### src/design/gtvp_pkg.sv
package gtvp_pkg;

    // CORDIC chain length used when the top level is not overridden
    localparam int CORDIC_STEPS_DEF = 24;

    // Angle constants, Q2.30 radians (unsigned magnitudes)
    localparam logic [32:0] TWO_PI_Q30  = 33'd6746518852;
    localparam logic [31:0] PI_Q30      = 32'd3373259426;
    localparam logic [31:0] HALF_PI_Q30 = 32'd1686629713;

    // CORDIC start vector length, 0.60725 in Q1.30
    localparam logic [31:0] GAIN_Q30 = 32'd652032874;

    // Angle constants, Q8.24 radians
    localparam logic [31:0] TWO_PI_Q24 = 32'd105414357;
    localparam logic [31:0] PI_Q24     = 32'd52707179;

    // Width of the CORDIC x, y and z datapath
    localparam int ROT_W = 34;

    // Number of reduction cells: |th| * 64 stays below 64 * 2pi in Q2.30
    localparam int RED_CELLS = 6;

    // Width of the angle magnitude during reduction
    localparam int MAG_W = 39;

    typedef enum logic [2:0] {
        CFG_REF_X      = 3'd0,
        CFG_REF_Y      = 3'd1,
        CFG_REF_YAW    = 3'd2,
        CFG_OFFSET_X   = 3'd3,
        CFG_OFFSET_Y   = 3'd4,
        CFG_OFFSET_YAW = 3'd5,
        CFG_USE_OFFSET = 3'd6
    } t_cfg_idx;

    // Pose difference carried along the chain
    typedef struct packed {
        logic signed [32:0] dx;
        logic signed [32:0] dy;
        logic signed [32:0] yaw;
    } t_pose;

    // Rotation angle during reduction: sign and magnitude
    typedef struct packed {
        logic             sign;
        logic [MAG_W-1:0] mag;
    } t_ang;

    // CORDIC vector and residual angle
    typedef struct packed {
        logic signed [ROT_W-1:0] x;
        logic signed [ROT_W-1:0] y;
        logic signed [ROT_W-1:0] z;
        logic                    flip;
    } t_rot;

    // Offset pose for the output stages
    typedef struct packed {
        logic signed [31:0] x;
        logic signed [31:0] y;
        logic signed [31:0] yaw;
        logic               use_offset;
    } t_ofs;

    function automatic logic [29:0] atan_q30(input logic [4:0] i);
        logic [29:0] v;
        case (i)
            5'd0:  v = 30'd843314857;
            5'd1:  v = 30'd497837829;
            5'd2:  v = 30'd263043837;
            5'd3:  v = 30'd133525159;
            5'd4:  v = 30'd67021687;
            5'd5:  v = 30'd33543516;
            5'd6:  v = 30'd16775851;
            5'd7:  v = 30'd8388437;
            5'd8:  v = 30'd4194283;
            5'd9:  v = 30'd2097149;
            5'd10: v = 30'd1048576;
            5'd11: v = 30'd524288;
            5'd12: v = 30'd262144;
            5'd13: v = 30'd131072;
            5'd14: v = 30'd65536;
            5'd15: v = 30'd32768;
            5'd16: v = 30'd16384;
            5'd17: v = 30'd8192;
            5'd18: v = 30'd4096;
            5'd19: v = 30'd2048;
            5'd20: v = 30'd1024;
            5'd21: v = 30'd512;
            5'd22: v = 30'd256;
            5'd23: v = 30'd128;
            5'd24: v = 30'd64;
            5'd25: v = 30'd32;
            5'd26: v = 30'd16;
            5'd27: v = 30'd8;
            5'd28: v = 30'd4;
            5'd29: v = 30'd2;
            5'd30: v = 30'd1;
            default: v = 30'd0;
        endcase
        return v;
    endfunction

    function automatic logic [31:0] sat32(input logic signed [38:0] v);
        logic [31:0] r;
        if (v > 39'sh7FFF_FFFF) begin
            r = 32'h7FFF_FFFF;
        end else if (v < -39'sh8000_0000) begin
            r = 32'h8000_0000;
        end else begin
            r = v[31:0];
        end
        return r;
    endfunction

endpackage

### src/design/gtvp_cordic_cell.sv
// One rotation-mode CORDIC iteration.
module gtvp_cordic_cell #(
    parameter int STEP = 0
) (
    input  logic              i_clk,
    input  logic              i_rst_n,
    input  logic              i_valid,
    output logic              o_ready,
    input  gtvp_pkg::t_pose   i_pose,
    input  gtvp_pkg::t_rot    i_rot,
    output logic              o_valid,
    input  logic              i_ready,
    output gtvp_pkg::t_pose   o_pose,
    output gtvp_pkg::t_rot    o_rot
);

    localparam int RW = gtvp_pkg::ROT_W;
    localparam logic signed [RW-1:0] ATAN =
        $signed(RW'(gtvp_pkg::atan_q30(5'(STEP))));

    logic                   r_valid;
    gtvp_pkg::t_pose        r_pose;
    gtvp_pkg::t_rot         r_rot;
    gtvp_pkg::t_rot         n_rot;
    logic signed [RW-1:0]   xs;
    logic signed [RW-1:0]   ys;
    logic                   load;

    assign load    = !r_valid || i_ready;
    assign o_ready = load;

    assign xs = i_rot.x >>> STEP;
    assign ys = i_rot.y >>> STEP;

    always_comb begin
        n_rot.flip = i_rot.flip;
        if (!i_rot.z[RW-1]) begin
            n_rot.x = i_rot.x - ys;
            n_rot.y = i_rot.y + xs;
            n_rot.z = i_rot.z - ATAN;
        end else begin
            n_rot.x = i_rot.x + ys;
            n_rot.y = i_rot.y - xs;
            n_rot.z = i_rot.z + ATAN;
        end
    end

    always_ff @(posedge i_clk) begin
        if (!i_rst_n) begin
            r_valid <= 1'b0;
        end else if (load) begin
            r_valid <= i_valid;
        end
    end

    always_ff @(posedge i_clk) begin
        if (load && i_valid) begin
            r_pose <= i_pose;
            r_rot  <= n_rot;
        end
    end

    assign o_valid = r_valid;
    assign o_pose  = r_pose;
    assign o_rot   = r_rot;

endmodule

### config.mk
export PLATFORM = sky130hd
export DESIGN_NAME = gtvp_cordic_cell
export DESIGN_NICKNAME = d
export VERILOG_FILES = /design/src/design/gtvp_pkg.sv /design/src/design/gtvp_cordic_cell.sv
export SDC_FILE = /design/constraint.sdc
export NUM_CORES = 1
export LEC_CHECK = 0
export BUFFER_PORTS_ARGS = -buffer_cell sky130_fd_sc_hd__buf_4
export CAP_MARGIN = 20
export CORE_MARGIN = 10
export CORE_UTILIZATION = 30
export CTS_BUF_LIST = sky130_fd_sc_hd__clkbuf_8
export DETAILED_ROUTE_END_ITERATION = 10
export SLEW_MARGIN = 25
export SYNTH_ARGS = -nofsm -noshare
export SYNTH_HDL_FRONTEND = slang
export SYNTH_SLANG_ARGS = --single-unit
export TNS_END_PERCENT = 10
### constraint.sdc
create_clock -name i_clk -period 13.43 [get_ports i_clk]
set_clock_uncertainty 0.05 [all_clocks]
set_input_delay 1.343 -clock i_clk [delete_from_list [all_inputs] [get_ports i_clk]]
set_output_delay 1.343 -clock i_clk [all_outputs]
set_load 0.02 [all_outputs]
==> reports/results.txt <==
Total Neg Setup Slack: 0 ns
CP Data Required Time: 13.64 ns
DRT Pass-1 Iters: 5
CTS max path bufs: 3
Root Driver: clkbuf_8
clock share of power: 28.9%
fmax: 0.231 GHz
Sw Share: 32.7%
CP max FO: 59
antenna violations before repair: 3
post-DP HPWL: 41.0 mm
post-synthesis sequential area ratio: 44.2%
Detailed Route WL: 50.0 mm
post_cts resized: 0
global placer's final weighted congestion: 0.925
number of distinct library cells after synthesis: 86
row count: 78
Boundary Pins: 410
Final Max Tran Viols: 0
min-delay worst type: flop to flop
worst slew pin tran: 0.941 ns
die extent in x: 234 um
Clk Latency, worst-skew pair: 0.51 ns
largest net degree at the start of global routing: 80
PwrDens: 112 nW/um2
number of nets with antenna violations after routing: 0
fillers: 4481
WP data arrival: 4.54 ns
RSZ-0062 raised after global routing: false
synth top area cells: edfxtp_1 (44%), ha_1 (12%), a21oi_1 (5.0%)
Synth Area per Inst: 10.3 um2
Post-Synthesis Cells: 1334
Cell Area, Synth: 13700 um2
period utilization: 32.2%
Initial Util: 30.2%
critical path's top delay family: compound AO/OA/AOI/OAI gates
reg2reg path depth: 4
register area: 6060 um2
setup bufs post-CTS: 0
chip height: 234 um
cell taking the most area after synthesis: edfxtp_1
Post-CTS Hold Fix Bufs: 0
Min Hold Slack: 0.493 ns
hold depth: 2
Final nets: 2076
Synth async-reset ratio: 0%
CTS Sinks: 202
I/O Buffers: 409
final setup fails: 0
vias: 12000
worst vdd ir: 56.7 uV
number of synthesized flops with an enable pin: 201
outcome: finished clean
first-pass GRT wire length: 72.1 mm
Yosys warnings: 0
Worst path max stage delay: 0.57 ns
most frequent cell after synthesis: edfxtp_1
wire length per cell: 21.2 um
Iter 0 DRT Violations: 891
CTS H-tree depth: 2
post-synth top area share: 44.1%
Core Area: 45300 um2
crit-path cells: buf_4 > inv_2 > buf_4 > ha_1 > nor2b_1 > o2111ai_1 > a211oi_1 > o31a_1 > a211oi_2 > o21ai_1 > a21o_1 > a311oi_2 > xnor2_1
synthesis-to-finish area growth: 31.8%
Die Area: 54600 um2
Pint: 1.36 mW
Comb pwr share: 31.6%
area of the multi-input gates: 6960 um2
Lkg Pwr: 7.91 nW
Synth Register Bits: 202
DR DRC count: 0
CTS tree: yes
Hold Vio Cnt, Final: 0
fraction of layout cells with a size suffix above 1: 28.2%
max-cap viol count: 0
Startpoint Class: input port
grt total ovfl: 0
Most common cell on crit path: buf_4
Bufs and invs on worst path: 3
synthesized net count: 1675
GRT Total Usage: 17.2%
Commonest cells post-synth: edfxtp_1 (201), a21oi_1 (138), ha_1 (131)
Final min period: 4.33 ns
GRT met3 Usage: 4.49%
number of global-route vias before repair: 11700
Flop pwr share: 39.5%
relative slew slack: 37.3%
Main synth FF type: edfxtp_1
cts bufs inserted: 36
NetSw: 662 uW
Vias/cell: 5.07
Critical Path End Type: flop
met2 Usage GRT: 30.6%
Worst path depth: 13
Worst-path clk slew: 0.06 ns
Worst Setup Path Type: input port to flop
Global Route met1 Usage: 19.8%
GR peak layer: met2
CP max-delay cell: buf_4
## power groups by stage
stage | logic [mW] | clock network [mW] | registers [mW]
floorplan | 0.300 | 0 | 0.893
global placement | 0.640 | 0 | 0.812
detailed placement | 0.641 | 0 | 0.814
CTS | 0.643 | 0.611 | 0.801
global route | 0.692 | 0.637 | 0.806
finish | 0.641 | 0.585 | 0.800
## path summary, 6_finish.rpt
path	startpoint	to	slack, ns
worst max-delay path	i_rot[34]	o_rot[27]$_DFFE_PP_	9.10
worst min-delay path	o_valid$_SDFFE_PN0N_	o_valid$_SDFFE_PN0N_	0.49
worst max register to register	o_valid$_SDFFE_PN0N_	o_rot[76]$_DFFE_PP_	10.12
worst min register to register	o_valid$_SDFFE_PN0N_	o_valid$_SDFFE_PN0N_	0.49
## through the flow
step / instances / power (mW) / util, % / setup WS [ns] / area, um2
after floorplan: 1334 / 1.19 / - / 6.58 / 13700
after global placement: 2297 / 1.45 / 38.3 / 8.61 / 17300
after detailed placement: 2297 / 1.46 / 38.3 / 8.57 / 17300
after CTS: 2361 / 2.06 / 39.9 / 9.15 / 18000
after global routing: 2362 / 2.13 / 39.9 / 8.95 / 18000
final: 2362 / 2.03 / 39.9 / 9.10 / 18000
## area by class of cell
class,instances,share of cell area (%)
Multi-Input combinational cell,962,38.6
Sequential cell,202,33.6
Timing Repair Buffer,415,17.3
Tap cell,600,4.16
Clock buffer,36,2.75
Inverter,118,2.45
Clock inverter,28,1.26
Antenna cell,1,0.0139
## worst min-delay path, stage by stage, from the launching register on
cell and delay [ns]:
dfxtp_1 0.31, nand2b_1 0.10, a21boi_0 0.08
## registers in the layout, indices dropped and copies added, names as in the netlist
register  cells
o_rot       102
o_pose       99
o_valid       1
## kinds of logic after synthesis
logic type,Yosys count,share of synthesized area (%)
muxes,22,1.62
AOI/OAI and AO/OA,420,20.2
adders and majority gates,135,12.6
buffers and inverters,170,4.97
and+or+nand+nor,293,10.5
DFF,202,44.2
xor gates and xnor gates,92,5.89
## per-layer routing
| metal | vias up | wire, um |
|---|---|---|
| met5 | - | 32 |
| met4 | 4 | 1220 |
| met3 | 70 | 4580 |
| met2 | 542 | 25000 |
| met1 | 5660 | 19200 |
| li1 | 5696 | - |
## placed cells by master, fill, tap and decap left out, types with 6 or more instances in the layout
master and count:
nor3_1 26, o21bai_1 29, a21oi_1 138, o22ai_1 7, nor2b_1 19, a31oi_1 8, buf_4 415, ha_1 131
o21ai_0 63, mux2i_1 21, a211oi_1 12, clkinv_1 11, a21o_1 52, o211ai_1 7, o31ai_1 12, xnor2_1 69
clkbuf_8 36, nor2_1 85, nand2b_1 10, nand2_1 65, a31o_2 6, o21a_1 15, nand4_1 10, edfxtp_1 201
inv_1 124, o21ai_1 7, nand3_1 23, nor4_1 12, xor2_1 23, and3_1 6
(Power assumes the default switching activity.)
