[src/design/gtvp_pkg.sv]
package gtvp_pkg;

    // CORDIC chain length used when the top level is not overridden
    localparam int CORDIC_STEPS_DEF = 24;

    // Angle constants, Q2.30 radians (unsigned magnitudes)
    localparam logic [32:0] TWO_PI_Q30  = 33'd6746518852;
    localparam logic [31:0] PI_Q30      = 32'd3373259426;
    localparam logic [31:0] HALF_PI_Q30 = 32'd1686629713;

    // CORDIC start vector length, 0.60725 in Q1.30
    localparam logic [31:0] GAIN_Q30 = 32'd652032874;

    // Angle constants, Q8.24 radians
    localparam logic [31:0] TWO_PI_Q24 = 32'd105414357;
    localparam logic [31:0] PI_Q24     = 32'd52707179;

    // Width of the CORDIC x, y and z datapath
    localparam int ROT_W = 34;

    // Number of reduction cells: |th| * 64 stays below 64 * 2pi in Q2.30
    localparam int RED_CELLS = 6;

    // Width of the angle magnitude during reduction
    localparam int MAG_W = 39;

    typedef enum logic [2:0] {
        CFG_REF_X      = 3'd0,
        CFG_REF_Y      = 3'd1,
        CFG_REF_YAW    = 3'd2,
        CFG_OFFSET_X   = 3'd3,
        CFG_OFFSET_Y   = 3'd4,
        CFG_OFFSET_YAW = 3'd5,
        CFG_USE_OFFSET = 3'd6
    } t_cfg_idx;

    // Pose difference carried along the chain
    typedef struct packed {
        logic signed [32:0] dx;
        logic signed [32:0] dy;
        logic signed [32:0] yaw;
    } t_pose;

    // Rotation angle during reduction: sign and magnitude
    typedef struct packed {
        logic             sign;
        logic [MAG_W-1:0] mag;
    } t_ang;

    // CORDIC vector and residual angle
    typedef struct packed {
        logic signed [ROT_W-1:0] x;
        logic signed [ROT_W-1:0] y;
        logic signed [ROT_W-1:0] z;
        logic                    flip;
    } t_rot;

    // Offset pose for the output stages
    typedef struct packed {
        logic signed [31:0] x;
        logic signed [31:0] y;
        logic signed [31:0] yaw;
        logic               use_offset;
    } t_ofs;

    function automatic logic [29:0] atan_q30(input logic [4:0] i);
        logic [29:0] v;
        case (i)
            5'd0:  v = 30'd843314857;
            5'd1:  v = 30'd497837829;
            5'd2:  v = 30'd263043837;
            5'd3:  v = 30'd133525159;
            5'd4:  v = 30'd67021687;
            5'd5:  v = 30'd33543516;
            5'd6:  v = 30'd16775851;
            5'd7:  v = 30'd8388437;
            5'd8:  v = 30'd4194283;
            5'd9:  v = 30'd2097149;
            5'd10: v = 30'd1048576;
            5'd11: v = 30'd524288;
            5'd12: v = 30'd262144;
            5'd13: v = 30'd131072;
            5'd14: v = 30'd65536;
            5'd15: v = 30'd32768;
            5'd16: v = 30'd16384;
            5'd17: v = 30'd8192;
            5'd18: v = 30'd4096;
            5'd19: v = 30'd2048;
            5'd20: v = 30'd1024;
            5'd21: v = 30'd512;
            5'd22: v = 30'd256;
            5'd23: v = 30'd128;
            5'd24: v = 30'd64;
            5'd25: v = 30'd32;
            5'd26: v = 30'd16;
            5'd27: v = 30'd8;
            5'd28: v = 30'd4;
            5'd29: v = 30'd2;
            5'd30: v = 30'd1;
            default: v = 30'd0;
        endcase
        return v;
    endfunction

    function automatic logic [31:0] sat32(input logic signed [38:0] v);
        logic [31:0] r;
        if (v > 39'sh7FFF_FFFF) begin
            r = 32'h7FFF_FFFF;
        end else if (v < -39'sh8000_0000) begin
            r = 32'h8000_0000;
        end else begin
            r = v[31:0];
        end
        return r;
    endfunction

endpackage

[src/design/gtvp_reduce_cell.sv]
// One restoring step of the angle reduction: drop 2^SHIFT times 2pi if it fits.
module gtvp_reduce_cell #(
    parameter int SHIFT = 0
) (
    input  logic              i_clk,
    input  logic              i_rst_n,
    input  logic              i_valid,
    output logic              o_ready,
    input  gtvp_pkg::t_pose   i_pose,
    input  gtvp_pkg::t_ang    i_ang,
    output logic              o_valid,
    input  logic              i_ready,
    output gtvp_pkg::t_pose   o_pose,
    output gtvp_pkg::t_ang    o_ang
);

    localparam logic [gtvp_pkg::MAG_W-1:0] SUB =
        gtvp_pkg::MAG_W'(gtvp_pkg::TWO_PI_Q30) << SHIFT;

    logic            r_valid;
    gtvp_pkg::t_pose r_pose;
    gtvp_pkg::t_ang  r_ang;
    gtvp_pkg::t_ang  n_ang;
    logic            load;

    assign load    = !r_valid || i_ready;
    assign o_ready = load;

    always_comb begin
        n_ang = i_ang;
        if (i_ang.mag >= SUB) begin
            n_ang.mag = i_ang.mag - SUB;
        end
    end

    always_ff @(posedge i_clk) begin
        if (!i_rst_n) begin
            r_valid <= 1'b0;
        end else if (load) begin
            r_valid <= i_valid;
        end
    end

    always_ff @(posedge i_clk) begin
        if (load && i_valid) begin
            r_pose <= i_pose;
            r_ang  <= n_ang;
        end
    end

    assign o_valid = r_valid;
    assign o_pose  = r_pose;
    assign o_ang   = r_ang;

endmodule

[config.mk]
export PLATFORM = sky130hd
export DESIGN_NAME = gtvp_reduce_cell
export DESIGN_NICKNAME = d
export VERILOG_FILES = /design/src/design/gtvp_pkg.sv /design/src/design/gtvp_reduce_cell.sv
export SDC_FILE = /design/constraint.sdc
export NUM_CORES = 1
export LEC_CHECK = 0
export BUFFER_PORTS_ARGS = -buffer_cell sky130_fd_sc_hd__clkbuf_2
export CAP_MARGIN = 20
export CORE_MARGIN = 4
export CORE_UTILIZATION = 45
export DETAILED_ROUTE_END_ITERATION = 6
export HOLD_SLACK_MARGIN = 0.05
export MAX_ROUTING_LAYER = met4
export PLACE_DENSITY = 0.77
export RECOVER_POWER = 50
export SETUP_SLACK_MARGIN = 0.05
export SLEW_MARGIN = 20
export SYNTH_ARGS = -nofsm -noshare
export SYNTH_HDL_FRONTEND = slang
export SYNTH_SLANG_ARGS = --single-unit
[constraint.sdc]
create_clock -name i_clk -period 4.5 [get_ports i_clk]
set_input_delay 0.225 -clock i_clk [delete_from_list [all_inputs] [get_ports i_clk]]
set_output_delay 0.225 -clock i_clk [all_outputs]
set_load 0.1 [all_outputs]
==> reports/qor.txt, run 1 <==
Status - completed
Final Non-Filler Cells - 879
Mux share of post-synthesis cell area - 0.00209
Routed vias - 4633
Row count - 39
Hold Path Origin - i_ang[36]
Worst Tran Pin Value - 1320 ps
Post-DP HPWL - 12400 µm
DRT Pass-1 Iters - 5
Largest net degree at the start of global routing - 74
Root buf cell - clkbuf_16
Die Span X - 117 µm
Startpoint Class - input pin
Antenna Violating Nets Remaining - 0
Initial antenna violation count - 0
R2r endpoint - o_pose[83]
Adder-cell share of the synthesized area - 0.00464
Placed cell area - 6980 µm²
Fin crit share - 0.548
Clk Latency, worst-skew pair - 420 ps
EDFF count, synth - 139
DR vias/cell - 5.27
Clock buffer depth - 2
Post-synthesis xor/xnor area fraction - 0.0552
Antenna Cells - 0
Synth Area in Compound Gates - 0.0584
# fillers - 827
Worst VDD drop - 0.242 mV
GRT Overall Usage - 0.304
Final setup viols - 0
Max Freq - 0.405 GHz
Setup bufs post-CTS - 0
Die height - 117 µm
Share of the synthesized area in the top cell type - 0.774
RSZ-0062 raised after global routing - no
Nets@finish - 868
Setup Skew - 13.7 ps
Hold WS - 115 ps
Rel. slew slack - 0.126
Drt drc - 0
Clock Sinks - 140
FF-to-FF Start - o_valid
DR WL/cell - 23.1 µm
Final Core Density - 0.727
Final TNS setup - 0 ps
Final min period - 2470 ps
Core footprint - 11600 µm²
FF-to-FF setup slack - 2500 ps
Area contributors post-synth - edfxtp_1 77%, xnor2_1 3.4%, xor2_1 2.1%
H-tree Lvls - 4
CTS tree - built
Hold Path End - o_ang[36]
Initial DRC count - 335
Max-cap violations - 0
TritonCTS Buffers - 17
Area delta synth->final - 55.8%
Syn nets - 466
CP arrival - 2630 ps
Hold path depth - 2
Max-slew violations - 0
Mean Syn Cell Area - 16.8 µm²
Worst hold path type - input pin to register
Die Area - 13800 µm²
Simple-gate share of the synthesized area - 0.0925
Cell area after layout - 8410 µm²
Clock Pin Slew Worst Setup and Hold Paths - 60 ps
Count of different cell masters after synthesis - 50
Placer Congestion - 0.872
Seq/Total Area, Yosys - 0.777
Share of cells above drive strength 1 - 0.279
I/O Pins - 284
Yosys warns - 0
Routed Wire Length - 20300 µm
Crit path capture type - register
PwrDens - 456 nW/µm²
Worst path required time - 4660 ps
Endpoints failing hold - 0
Post-synth ARST share - 0
First-pass GRT wire length - 30300 µm
Total grt overflow - 0
Prevailing post-synth register cell - edfxtp_1
Syn Inst Count - 321
Leak Pwr - 3.24 nW
Placed cell count - 743
Reg2reg path depth - 3
Vias in the first global route - 4851
Starting Density - 0.467
Combinational family with the most area after synthesis - simple AND/OR/NAND/NOR gates
Netlist Area Pre-Place - 5400 µm²
Yosys reg bits - 140
WS Path Type - input pin to register
Largest area contributor in the netlist - edfxtp_1
PortBufs - 283
Crit path max fanout - 17
[registers in the layout, summed over array words and instances (netlist names)]
signal,cells
o_ang,40
o_pose,99
o_valid,1
[cell usage after synthesis, types with 2 or more instances]
| library cell | n |
|---|---|
| nor4b_1 | 2 |
| or3_1 | 2 |
| ha_1 | 2 |
| buf_6 | 2 |
| o21a_1 | 3 |
| a21oi_1 | 10 |
| inv_1 | 3 |
| o21ai_0 | 6 |
| a31oi_1 | 3 |
| nor3_1 | 8 |
| xnor2_1 | 21 |
| nand4_1 | 3 |
| nand2_1 | 25 |
| nor4_2 | 2 |
| a21boi_0 | 2 |
| nand3_1 | 7 |
| or4_4 | 2 |
| or2_2 | 2 |
| nor2_1 | 19 |
| edfxtp_1 | 139 |
| o21ai_1 | 4 |
| nor2_2 | 7 |
| nand4b_1 | 3 |
| xor2_1 | 13 |
| or4_1 | 2 |
| o31ai_1 | 2 |
| clkbuf_1 | 3 |
| a21oi_2 | 2 |
[metrics by stage]
stage	setup WS (ps)	power, mW
after floorplan	627	2.28
after global placement	1630	2.46
after detailed placement	1620	2.46
after CTS	2030	3.83
after global routing	1850	3.93
final	2030	3.83
[logic make-up (layout without fill, tap and decap cells)]
group / count (synthesis) / count (layout)
flops: 140 / 140
simple gates: 92 / 92
compound gates: 43 / 43
xor+xnor: 34 / 34
buf+inv: 9 / 424
fa+ha+maj: 2 / 2
mux: 1 / 1
[metal layers]
metal,up-vias,wire (µm),GRT usage
li1,2039,-,-
met1,2236,7160,0.318
met2,284,10200,0.501
met3,74,1740,0.103
met4,0,1190,0.177
met5,-,0,-
[where the power goes]
part | internal (mW) | switching (mW)
sequential | 1.54 | 0.0291
clock | 0.759 | 0.556
combinational | 0.174 | 0.776
[critical path: stages]
cell and delay [ps]:
clkbuf_2 140, or4_4 560, or4_4 560, o31ai_4 320, nor2_2 110, o31ai_2 120
buf_4 310, nand3_1 130, xnor2_1 140
[area by class of cell]
type | count | area [µm²] | area share
clock buffers | 18 | 429 | 0.0510
flip-flops and latches | 140 | 4190 | 0.499
multi-input cells | 172 | 1150 | 0.137
inverters | 3 | 11.3 | 0.00134
clock inverters | 14 | 121 | 0.0144
repair buffers | 389 | 2320 | 0.276
well taps | 143 | 179 | 0.0213
[cells in the final DEF, fill, tap and decap left out, types with 3 or more instances in the layout]
cell type and count:
clkbuf_2 152, edfxtp_1 139, clkbuf_1 132, dlygate4sd3_1 104
nand2_1 25, xnor2_1 21, nor2_1 19, clkbuf_16 17
xor2_1 13, a21oi_1 10, nor3_1 8, nand3_1 7
nor2_2 7, o21ai_0 6, o21ai_1 4, clkinvlp_4 4
inv_1 3, o21a_1 3, nand4_1 3, a31oi_1 3
nand4b_1 3, clkinv_4 3
[repair_timing]
item	in CTS	in global routing
endpoints found under the hold margin	103	0
gates resized for setup	0	0
hold buffers	104	0
[worst max path at each step]
stage               cells past startpoint        end       from
detailed placement                      9  o_ang[20]  i_ang[24]
CTS                                     9  o_ang[20]  i_ang[24]
global route                           10  o_ang[20]   i_ang[0]
floorplan                               2   o_ang[0]    o_valid
finish                                  9  o_ang[20]  i_ang[24]
global placement                        9  o_ang[30]  i_ang[24]
No activity file was read; power rests on OpenSTA's default activity.
==> run 2, diff against run 1 <==
--- a/config.mk
+++ b/config.mk
@@ -8,11 +8,11 @@
 export BUFFER_PORTS_ARGS = -buffer_cell sky130_fd_sc_hd__clkbuf_2
 export CAP_MARGIN = 20
 export CORE_MARGIN = 4
-export CORE_UTILIZATION = 45
+export CORE_UTILIZATION = 41
 export DETAILED_ROUTE_END_ITERATION = 6
 export HOLD_SLACK_MARGIN = 0.05
 export MAX_ROUTING_LAYER = met4
-export PLACE_DENSITY = 0.77
+export PLACE_DENSITY = 0.74
 export RECOVER_POWER = 50
 export SETUP_SLACK_MARGIN = 0.05
 export SLEW_MARGIN = 20
==> constraint.sdc (replaced) <==
create_clock -name i_clk -period 2.2 [get_ports i_clk]
set_input_delay 0.11 -clock i_clk [delete_from_list [all_inputs] [get_ports i_clk]]
set_output_delay 0.11 -clock i_clk [all_outputs]
set_load 0.1 [all_outputs]
==> run 2 against run 1 <==
First-iteration DRC count is 13% higher. Routed wire length is 1.3% lower. Global-route usage is 3.7 points lower. Critical endpoint is now o_ang[33]. Critical path type unchanged.
==> reports/qor.txt, run 2 (synthesis gave the netlist of run 1 again) <==
Starting Density - 0.422 (-0.0441)
Initial DRC count - 379 (+13%)
Final TNS setup - 0 ps (unchanged)
Leak Pwr - 3.65 nW (+13%)
Most common cell after layout, fill and taps aside - clkbuf_2
# fillers - 903 (+9.2%)
Post-DP HPWL - 12900 µm (+3.8%)
Clk Latency, worst-skew pair - 420 ps (about the same)
Routed Wire Length - 20100 µm (-1.3%)
Total grt overflow - 0 (unchanged)
Clock Sinks - 140 (unchanged)
Crit path max fanout - 4 (-13)
Drt drc - 0 (unchanged)
Min setup slack post-route - 115 ps (-1920 ps)
H-tree Lvls - 4 (unchanged)
PwrDens - 870 nW/µm² (+91%)
Dpl ws - -240 ps (-1860 ps)
Worst hold path type - input pin to register
Core footprint - 12800 µm² (+10%)
DR WL/cell - 20.7 µm (-11%)
Antenna Violating Nets Remaining - 0 (unchanged)
Nets@finish - 931 (+7.3%)
Root buf cell - clkbuf_16
Vias in the first global route - 4969 (+2.4%)
First-pass GRT wire length - 28900 µm (-4.8%)
TritonCTS Buffers - 17 (unchanged)
Startpoint Class - input pin
Final Core Density - 0.712 (-0.0146)
Placed cell count - 821 (+10%)
Fin crit share - 0.948
Die Area - 15100 µm² (+9.1%)
Worst-path cell with the longest stage delay - or4bb_1
PortBufs - 283 (unchanged)
GRT Overall Usage - 0.267 (-0.0365)
Setup Skew - 14.6 ps (+0.875 ps)
Number of flip-flops in the largest register - 99 (unchanged)
WS Path Type - input pin to register
Crit path cell chain - clkbuf_2 > or4bb_1 > or4_4 > o31ai_4 > nor2_4 > o31ai_4 > buf_2 > o21ai_1 > xnor2_1
DR vias/cell - 4.99 (-5.2%)
Worst path required time - 2360 ps (-2300 ps)
Clock buffer depth - 2 (unchanged)
Final setup viols - 0 (unchanged)
DRT Pass-1 Iters - 5 (unchanged)
Max-cap violations - 0 (unchanged)
Clock Pin Slew Worst Setup and Hold Paths - 60 ps (about the same)
Placer Congestion - 0.899 (+3.0%)
Most common cell on crit path - o31ai_4
Max Freq - 0.480 GHz
Largest net degree at the start of global routing - 70 (-5.4%)
Hold WS - 71.0 ps (-44.3 ps)
Max-slew violations - 0 (unchanged)
Endpoints failing hold - 0 (unchanged)
I/O Pins - 284 (unchanged)
Crit path largest cell delay - 560 ps (about the same)
Worst VDD drop - 0.509 mV (+110%)
Crit path capture type - register
Rel. slew slack - 0.162 (+0.0357)
CP arrival - 2250 ps (-380 ps)
Share of cells above drive strength 1 - 0.365 (+0.0869)
Status - completed
Die height - 123 µm (+4.4%)
Die Span X - 123 µm (+4.4%)
Most frequent cells in the layout - 172 x clkbuf_2, 139 x edfxtp_1, 109 x dlygate4sd3_1, 109 x clkbuf_1, 53 x buf_4
Row count - 41 (+5.1%)
Area delta synth->final - 68.6%
Initial antenna violation count - 1 (+1)
RSZ-0062 raised after global routing - no
Final Non-Filler Cells - 972 (+11%)
Final min period - 2080 ps
CTS tree - built
Worst Tran Pin Value - 1260 ps (-53.8 ps)
Routed vias - 4855 (+4.8%)
run 2: changes by cell type in the layout (fill, tap and decap cells not counted), sizes merged:
cell	delta
buf	+58
dlygate4sd3	+5
inv	+5
clkbuf	-3
clkinv	-3
dlymetal6s4s	+2
bufinv	-1
diode	+1
run 2: area by class of cell:
type,count,area [µm²],share of cell area
Tap cell,172,215,0.0237
Clock inverter,15,128,0.0140
Timing Repair Buffer,452,2870,0.315
Antenna cell,1,2.50,0.000275
Clock buffer,17,425,0.0468
Multi-Input combinational cell,172,1250,0.138
Sequential cell,140,4190,0.461
Inverter,3,11.3,0.00124
run 2: critical path, delay by kind of cell:
kind,cells,cell delay [ps]
compound gates,3,500
buf+inv,2,310
simple gates,3,1170
xor+xnor,1,140
run 2: metal layers:
metal,track usage,wire (µm)
met1,0.284,7320
met2,0.446,10100
met3,0.0793,1560
met4,0.148,1080
met5,-,0
run 2: metrics by stage:
| step | power [mW] | area, µm² |
|---|---|---|
| after floorplan | 4.66 | 5480 |
| after global placement | 5.10 | 7470 |
| after detailed placement | 5.12 | 7470 |
| after CTS | 7.92 | 9140 |
| after global routing | 8.18 | 9100 |
| final | 7.92 | 9100 |
run 2: what timing repair did:
item / 4_1_cts / 5_1_grt
setup buffers: 0 / 5
hold endpoints to repair: 110 / 0
gates resized for setup: 0 / 16
setup endpoints to repair: 0 / 26
hold buffers: 111 / 0
run 2: final timing paths:
path | from | to | slack, ps | cells past startpoint
min | i_ang[8] | o_ang[8] | 70 | 2
min reg2reg | o_valid | o_valid | 1130 | 3
max reg2reg | o_valid | o_pose[35] | 210 | 3
max | i_ang[30] | o_ang[33] | 120 | 9
run 2: power breakdown:
| group | internal, mW | switching [mW] | leakage [nW] |
|---|---|---|---|
| clock network | 1.48 | 1.20 | 0.261 |
| registers | 3.15 | 0.0553 | 1.35 |
| logic | 0.433 | 1.60 | 2.04 |
| total | 5.06 | 2.86 | 3.65 |
